[config.mk]
export PLATFORM = sky130hd
export DESIGN_NAME = icdf_cell
export DESIGN_NICKNAME = d
export VERILOG_FILES = /design/src/rtl/core/icdf_pkg.sv /design/src/rtl/core/icdf_cell.sv
export SDC_FILE = /design/constraint.sdc
export NUM_CORES = 1
export LEC_CHECK = 0
export BUFFER_PORTS_ARGS = -buffer_cell sky130_fd_sc_hd__buf_4
export CAP_MARGIN = 20
export CELL_PAD_IN_SITES_DETAIL_PLACEMENT = 1
export CELL_PAD_IN_SITES_GLOBAL_PLACEMENT = 2
export CORE_ASPECT_RATIO = 1.25
export CORE_MARGIN = 2
export CORE_UTILIZATION = 31
export CTS_BUF_LIST = sky130_fd_sc_hd__clkbuf_4 sky130_fd_sc_hd__clkbuf_8 sky130_fd_sc_hd__clkbuf_16
export CTS_CLUSTER_DIAMETER = 50
export CTS_CLUSTER_SIZE = 40
export DETAILED_ROUTE_END_ITERATION = 10
export PLACE_DENSITY = 0.93
export SLEW_MARGIN = 10
export SYNTH_ARGS = -nofsm -noshare
export SYNTH_HDL_FRONTEND = slang
export SYNTH_SLANG_ARGS = --single-unit
[constraint.sdc]
create_clock -name i_clk -period 6.4 [get_ports i_clk]
set_clock_uncertainty 0.05 [all_clocks]
set_input_delay 1.28 -clock i_clk [delete_from_list [all_inputs] [get_ports i_clk]]
set_output_delay 1.28 -clock i_clk [all_outputs]
set_load 0.1 [all_outputs]
[src/rtl/core/icdf_pkg.sv]
// icdf_pkg: shared types for the inverse cdf table sampler
// holds the op codes, the table entry and the probe word handed along the cell chain
// no dependencies
package icdf_pkg;

    localparam int CDF_W   = 17;
    localparam int VALUE_W = 32;
    localparam int U_W     = 16;

    // input word kind, carried in tuser
    typedef enum logic {
        OP_LOAD   = 1'b0,
        OP_SAMPLE = 1'b1
    } t_op;

    // one table entry
    typedef struct packed {
        logic [CDF_W-1:0]   cdf;
        logic [VALUE_W-1:0] value;
    } t_entry;

    // search token moving one cell per cycle
    typedef struct packed {
        logic               valid;
        logic [U_W-1:0]     uniform;
        logic               found;
        logic [VALUE_W-1:0] value;
    } t_probe;

endpackage

[src/rtl/core/icdf_cell.sv]
// icdf_cell: one slot of the sorted cdf table
// keeps one entry, takes part in the ordered insert and evaluates the search token
// depends on icdf_pkg
module icdf_cell (
    input  logic             i_clk,
    input  logic             i_rst_n,
    input  logic             i_load,
    input  icdf_pkg::t_entry i_new,
    input  icdf_pkg::t_entry i_prev,
    input  logic             i_prev_shift,
    input  logic             i_occupied,
    input  logic             i_first,
    input  icdf_pkg::t_probe i_probe,
    output icdf_pkg::t_entry o_entry,
    output logic             o_shift,
    output icdf_pkg::t_probe o_probe
);
    import icdf_pkg::*;

    t_entry r_entry;
    t_entry n_entry;
    t_probe r_probe;
    t_probe n_probe;
    logic   new_before;
    logic   match;

    // new entry sorts ahead of this slot: lower cdf, or equal cdf and lower value
    assign new_before = (i_new.cdf < r_entry.cdf) ||
                        ((i_new.cdf == r_entry.cdf) && (i_new.value < r_entry.value));
    assign o_shift = i_occupied && new_before;
    assign o_entry = r_entry;

    // insert: take the neighbor's entry when it moves up, else the new one at its place
    always_comb begin
        n_entry = r_entry;
        if (i_load) begin
            if (i_prev_shift) begin
                n_entry = i_prev;
            end else if (!i_occupied || new_before) begin
                n_entry = i_new;
            end
        end
    end

    // interval test against the previous slot's cdf
    assign match = i_occupied && !i_first &&
                   (i_prev.cdf <= {1'b0, i_probe.uniform}) &&
                   ({1'b0, i_probe.uniform} < r_entry.cdf);

    always_comb begin
        n_probe = i_probe;
        if (i_probe.valid && !i_probe.found && match) begin
            n_probe.found = 1'b1;
            n_probe.value = r_entry.value;
        end
    end

    always_ff @(posedge i_clk) begin
        r_entry <= n_entry;
    end

    always_ff @(posedge i_clk) begin
        if (!i_rst_n) begin
            r_probe.valid <= 1'b0;
        end else begin
            r_probe <= n_probe;
        end
    end

    assign o_probe = r_probe;

endmodule

==> results of run 1 <==
[cells by family after synthesis]
kind of cell / after synthesis
DFF: 99
muxes: 80
adders and majority gates: 79
buffers and inverters: 78
AOI/OAI and AO/OA: 69
and+or+nand+nor: 57
[power by group through the flow]
stage,clock network [uW],registers (uW),logic (uW)
after floorplan,0,1120,167
after global placement,0,807,692
after global routing,592,799,739
final,550,793,696
after CTS,571,794,704
after detailed placement,0,808,701
[worst paths after layout]
kind                                   from     endpoint  slack, ns  cells after the start
worst max-delay path              i_new[44]      o_shift       1.40                      9
worst min-delay path            o_entry[20]  o_probe[20]       0.57                      1
worst max register to register  o_entry[44]  o_entry[45]       2.75                      9
worst min register to register  o_entry[20]  o_probe[20]       0.57                      1
[area by class of cell]
cell class,instances,area [um^2],area share
clock buffers,9,225,0.0262
clock inverters,6,65.1,0.00757
inverters,69,259,0.0301
multi-input cells,285,2820,0.329
flip-flops and latches,99,2960,0.345
well taps,265,332,0.0386
repair buffers,255,1930,0.224
[cells in the final DEF, fill, tap and decap left out, types with 7 or more instances in the layout]
master	instances
mux2_4	29
nand4_1	10
inv_1	69
nor2_1	8
nand2_1	18
ha_1	79
o21ai_0	7
a21o_1	10
mux2_2	51
clkbuf_16	9
a21oi_1	27
buf_4	254
edfxtp_1	98
[per-stage QoR]
step	utilization	instances	area (um^2)	power [uW]
after floorplan	-	462	6090	1290
after global routing	0.445	988	8590	2130
final	0.445	988	8590	2040
after CTS	0.445	988	8590	2070
after global placement	0.430	973	8300	1500
after detailed placement	0.430	973	8300	1510
[flip-flops by register name, indices dropped and copies added, names as in the netlist]
register  cells
o_entry      49
o_probe      50
[routing by layer]
layer / wire length (um) / vias up / GRT usage
met4: 386 / 0 / 0.0509
met1: 7250 / 2223 / 0.199
met2: 9450 / 149 / 0.317
met3: 1080 / 24 / 0.0396
met5: 0 / - / 0
li1: - / 2234 / -
==> impl_metrics.toml, run 1 <==
[sta]
slew_viol_final = 0
rsz0062_at_grt = "no"
period_needed_ns = 5.00
finalHoldViolations = 0
tightest_slew_ns = 0.857
holdWs_ns = 0.569
slew_headroom = 0.427
fmax_mhz = 200
worst_slack_ns = 1.40
setup_tns_ns = 0
min_period_over_period = 0.782
finalSetupViolations = 0

[clock_tree]
clkTransAtPathRegs_ns = 0.07
cts_buffers = 9
cts_tree = "yes"
cts_resized = 0
cts.hold.buffers_added = 0
root_buffer = "clkbuf_16"
cts_setup_buffers = 0
cts_sinks = 99
clk_path_buf_depth = 2
clkLatencyLatePin_ns = 0.34
cts_max_level = 3

[route]
viasPerCell = 4.69
vias = 4630
ant_nets = 0
first_iter_violations = 125
finalWirelength_mm = 18.2
wl_per_cell_um = 18.4
drt-pass1-iter-count = 6
drc = 0

[die]
rows = 57
num_io_pins = 254
fp.dieArea_mm2 = 0.0208
die_w_um = 129
die_y_um = 161
start_util = 0.315
coreArea_mm2 = 0.0193

[pwr]
p_int_uw = 1280
switching_power_uw = 755
p_seq_frac = 0.389
clkPwrFrac = 0.270
irDropWorstVdd_uv = 157
switching_share = 0.370
p_comb_frac = 0.341
power_density_mw_per_mm2 = 237
p_leak_uw = 0.00399

[worst_setup_path]
worstPathMaxFanout = 3
critPathTopFamily = "simple AND/OR/NAND/NOR gates"
criticalPathCategory = "in -> out"
crit_buf_inv = 2
critPathSlowestCell = "or4_1"
endpoint_kind = "output pin"
arrival_ns = 3.67
startpoint_type = "input port"
cp.required_ns = 5.07
slowest_delay_ns = 0.49
crit_chain = "buf_4 -> ha_1 -> nand2_1 -> or4_1 -> or4_1 -> a221oi_2 -> o221ai_2 -> a21boi_0 -> buf_4"

[synth]
synth-adder-area-share = 0.162
ys_ff_latch = 99
synth_top_family_by_area = "multiplexers"
yosys.area.top_type_share = 0.483
syn_avg_cell_area_um2 = 13.2
syn-num-nets = 695
ys_top_cells_by_count = "edfxtp_1, ha_1, inv_1"
netlist_area_mm2 = 0.00609
synth.most_common_cell = "edfxtp_1"
yosysTopAreaCell = "edfxtp_1"
synth_xor_area_frac = 0
synth_area_leaders = "edfxtp_1, ha_1, mux2_2, mux2_4, inv_1"
synth.area.mux_share = 0.166
synth_compound_area_frac = 0.0781
synth_seq_area_share = 0.486
ys_types = 45
async_reset_ff_frac = 0
syn-instance-count = 462
synth-edff-count = 98
ys.flop_type = "edfxtp_1"
yosysWarningCount = 0
yosys.area_share.simple = 0.0557

[finish]
n_fill_cell = 2073
syn_to_final_growth_pct = 41.1
n_antenna_cell = 0
nNetsFinal = 952
drive_above_1_share = 0.501

[global_routing]
grt_max_degree = 52
grt_first_pass_wirelength_mm = 27.5
grt-ovfl-total = 0
grtUsageTotal = 0.174
grt_pass1_vias = 5125
antenna_found_initial = 0

[worst_hold_path]
hold_path_class = "reg -> reg"

[placement]
gp_congestion = 0.784
portBuffers = 253
pre_cts_ws_ns = 1.39
hpwlAfterDp_mm = 14.4

[flow_run]
drv_cap = 0

[status]
status = "finished, final reports clean"
No activity file was read; power rests on OpenSTA's default activity.
==> inputs of run 2 (changes only) <==
==> constraint.sdc (replaced) <==
create_clock -name i_clk -period 4.8 [get_ports i_clk]
set_clock_uncertainty 0.05 [all_clocks]
set_input_delay 0.96 -clock i_clk [delete_from_list [all_inputs] [get_ports i_clk]]
set_output_delay 0.96 -clock i_clk [all_outputs]
set_load 0.1 [all_outputs]
==> run 2 against run 1 <==
Against the previous run: utilization increased by 0.34 points; hold slack got worse by 0.0038 ns; largest power group unchanged; power increased by 40%; combinational power increased by 33%; final cell count increased by 0.20%; global-route usage increased by 0.58 points; routed wire length increased by 3.1%.
==> impl_metrics.toml, run 2 (same netlist as run 1, synthesis figures left out) <==
[route]
finalWirelength_mm = 18.7
first_iter_violations = 163
vias = 4636
drc = 0
viasPerCell = 4.68
drt-pass1-iter-count = 6
ant_nets = 0
wl_per_cell_um = 18.9

[worst_hold_path]
hold_path_class = "reg -> reg"

[die]
start_util = 0.315
fp.dieArea_mm2 = 0.0208
die_w_um = 129
rows = 57
num_io_pins = 254
coreArea_mm2 = 0.0193
die_y_um = 161

[clock_tree]
cts_max_level = 3
cts_sinks = 99
clk_path_buf_depth = 2
cts.hold.buffers_added = 0
cts_setup_buffers = 0
clkLatencyLatePin_ns = 0.35
cts_buffers = 9
cts_resized = 0
clkTransAtPathRegs_ns = 0.07
root_buffer = "clkbuf_16"
cts_tree = "yes"

[worst_setup_path]
worstPathMaxFanout = 3
crit_chain = "buf_4 -> ha_1 -> nand2_1 -> or4_1 -> or4_1 -> a221oi_2 -> o221ai_2 -> a21boi_2 -> buf_4"
slowest_delay_ns = 0.50
critPathTopFamily = "simple AND/OR/NAND/NOR gates"
arrival_ns = 3.33
cp.required_ns = 3.79
endpoint_kind = "output pin"
startpoint_type = "input port"
critPathSlowestCell = "or4_1"
crit_buf_inv = 2
criticalPathCategory = "in -> out"

[sta]
finalHoldViolations = 0
rsz0062_at_grt = "no"
slew_headroom = 0.455
period_needed_ns = 4.34
tightest_slew_ns = 0.811
finalSetupViolations = 0
setup_tns_ns = 0
fmax_mhz = 230
slew_viol_final = 0
min_period_over_period = 0.904

[status]
status = "finished, final reports clean"

[global_routing]
grt_first_pass_wirelength_mm = 28.2
antenna_found_initial = 0
grtUsageTotal = 0.179
grt-ovfl-total = 0
grt_max_degree = 52
grt_pass1_vias = 5049

[finish]
design_area_mm2 = 0.00866
fin_util = 0.448
n_antenna_cell = 0
syn_to_final_growth_pct = 42.2
largest_reg_flops = 50
nNetsFinal = 953
drive_above_1_share = 0.502
final_cell_mix = "buf_4, edfxtp_1, ha_1"
mostFrequentLayoutCell = "buf_4"

[flow_run]
drv_cap = 0

[pwr]
irDropWorstVdd_uv = 185
p_leak_uw = 0.00402
power_density_mw_per_mm2 = 329

[placement]
gp_congestion = 0.721
portBuffers = 253
hpwlAfterDp_mm = 14.9
place_area_mm2 = 0.00832
## run 2: routing by layer
layer  up-vias  GRT usage  part of all wire  wire [um]
met5         -          0                 0          0
met4         0     0.0410             0.012        216
met3        18     0.0376             0.052        977
met2       135      0.342              0.55      10400
met1      2249      0.201              0.38       7180
li1       2234          -                 -          -
## run 2: final cells by class
type,instances,area [um^2]
Fill cell,2091,10700
Sequential cell,99,2960
Multi-Input combinational cell,285,2830
Timing Repair Buffer,256,1930
Tap cell,265,332
Inverter,69,259
Clock buffer,10,233
Clock inverter,6,111
## run 2: path summary, 6_finish.rpt
path | from | end | slack, ns | cells after the start
setup / recovery | i_new[44] | o_shift | 0.46 | 9
hold / removal | o_entry[17] | o_probe[17] | 0.56 | 1
setup reg to reg | o_entry[44] | o_entry[3] | 1.45 | 9
hold reg to reg | o_entry[17] | o_probe[17] | 0.56 | 1
## run 2: per-stage QoR
step	hold WS, ns	setup WS (ns)	instances	power [uW]
2_1_floorplan	1.01	0.103	462	1720
3_3_place_gp	0.544	0.484	974	2000
3_5_place_dp	0.553	0.450	974	2010
4_1_cts	0.569	0.450	990	2880
5_1_grt	0.592	0.328	990	2960
6_report	0.565	0.460	990	2850
## run 2: power by group
group          switching (uW)  internal (uW)  total [uW]
Clock                     341            517         858
Combinational             645            284         929
Sequential               33.1           1030        1060
==> inputs of run 3 (changes only) <==
--- a/config.mk
+++ b/config.mk
@@ -16,6 +16,7 @@
 export CTS_CLUSTER_DIAMETER = 50
 export CTS_CLUSTER_SIZE = 40
 export DETAILED_ROUTE_END_ITERATION = 10
+export GPL_TIMING_DRIVEN = 0
 export PLACE_DENSITY = 0.93
 export SLEW_MARGIN = 10
 export SYNTH_ARGS = -nofsm -noshare
==> run 3 against run 2 <==
Against the previous run: power down 3.3%; utilization up 0.28 points; largest cell class unchanged; largest power group unchanged; critical path type unchanged; highest routed layer unchanged; first-iteration DRC count up 6.1%; count of clock-buffer cells in the layout down 1.
==> impl_metrics.toml, run 3 (same netlist as run 1, synthesis figures left out) <==
[placement]
portBuffers = 252
pre_cts_ws_ns = 0.388
gp_congestion = 0.769
placedCellCount = 982
hpwlAfterDp_mm = 15.0

[worst_hold_path]
hold_start = "o_entry[14]"
min_path_cells = 1
min_to = "o_probe[14]"
hold_path_class = "reg -> reg"

[route]
wl_per_cell_um = 18.4
viasPerCell = 4.65
ant_nets = 0
first_iter_violations = 173
finalWirelength_mm = 18.3
drc = 0
drt-pass1-iter-count = 4
vias = 4638

[flow_run]
drv_cap = 0

[clock_tree]
cts_buffers = 9
clk_path_buf_depth = 2
clkTransAtPathRegs_ns = 0.07
cts_sinks = 99
cts.hold.buffers_added = 0
cts_max_level = 3
cts_setup_buffers = 0
cts_tree = "yes"
clkLatencyLatePin_ns = 0.35
root_buffer = "clkbuf_16"
cts_resized = 0

[finish]
n_antenna_cell = 0
syn_to_final_growth_pct = 43.1
drive_above_1_share = 0.499
mostFrequentLayoutCell = "buf_4"
final_cells = 998
nNetsFinal = 961
final_cell_mix = "buf_4, edfxtp_1, ha_1"
largest_reg_flops = 50

[pwr]
irDropWorstVdd_uv = 146
power_density_mw_per_mm2 = 316
p_total_uw = 2750
p_leak_uw = 0.00404

[worst_setup_path]
slowest_delay_ns = 0.49
criticalPathCategory = "in -> out"
r2r_setup_slack_ns = 1.22
crit_buf_inv = 2
crit_cells = 9
cp.required_ns = 3.79
endpoint_kind = "output pin"
startpoint_type = "input port"
crit_chain = "buf_4 -> ha_1 -> nand2_1 -> or4_1 -> or4_1 -> a221oi_2 -> o221ai_2 -> a21boi_2 -> buf_4"
arrival_ns = 3.38
critPathSlowestCell = "or4_1"
critPathTopFamily = "simple AND/OR/NAND/NOR gates"
rr_startpoint = "o_entry[44]"
ff2ff_path_depth = 9
worstPathMaxFanout = 3
r2r_end = "o_entry[42]"

[sta]
slew_headroom = 0.458
min_period_over_period = 0.915
holdWs_ns = 0.570
slew_viol_final = 0
finalSetupViolations = 0
worst_slack_ns = 0.409
rsz0062_at_grt = "no"
tightest_slew_ns = 0.811
finalHoldViolations = 0
setup_tns_ns = 0
fmax_mhz = 228
period_needed_ns = 4.39

[die]
fp.dieArea_mm2 = 0.0208
die_y_um = 161
num_io_pins = 254
rows = 57
start_util = 0.315
die_w_um = 129
coreArea_mm2 = 0.0193

[global_routing]
antenna_found_initial = 0
grt_max_degree = 51
grt_pass1_vias = 5022
grt_first_pass_wirelength_mm = 27.6
grt-ovfl-total = 0
grtUsageTotal = 0.175

[status]
status = "finished, final reports clean"
-- run 3: cell type report --
cell class | instances | area (um^2)
Clock buffer | 9 | 225
Inverter | 69 | 259
Sequential cell | 99 | 2960
Fill cell | 2119 | 10600
Tap cell | 265 | 332
Clock inverter | 7 | 77.6
Timing Repair Buffer | 255 | 1970
Multi-Input combinational cell | 285 | 2830
Buffer | 9 | 56.3
-- run 3: routing by layer --
| layer | global-route usage | routed length [um] |
|---|---|---|
| met1 | 0.197 | 7150 |
| met2 | 0.333 | 10100 |
| met3 | 0.0353 | 931 |
| met4 | 0.0405 | 193 |
| met5 | 0 | 0 |
-- run 3: through the flow --
stage	area, um^2	utilization
after floorplan	6090	-
after global placement	8320	0.430
after detailed placement	8410	0.435
after CTS	8710	0.451
after global routing	8710	0.451
final	8710	0.451
-- run 3: worst max path at each step --
stage | end | slack, ns | from
3_3_place_gp | o_entry[11] | -1.25 | i_new[44]
5_1_grt | o_shift | 0.31 | i_new[44]
3_5_place_dp | o_shift | 0.39 | i_new[44]
2_1_floorplan | o_entry[0] | 0.10 | o_entry[44]
4_1_cts | o_shift | 0.39 | i_new[44]
6_report | o_shift | 0.41 | i_new[44]
-- run 3: where the power goes --
group	internal, uW	switching [uW]
logic	292	644
registers	1030	32.6
clock network	409	348
total	1730	1020
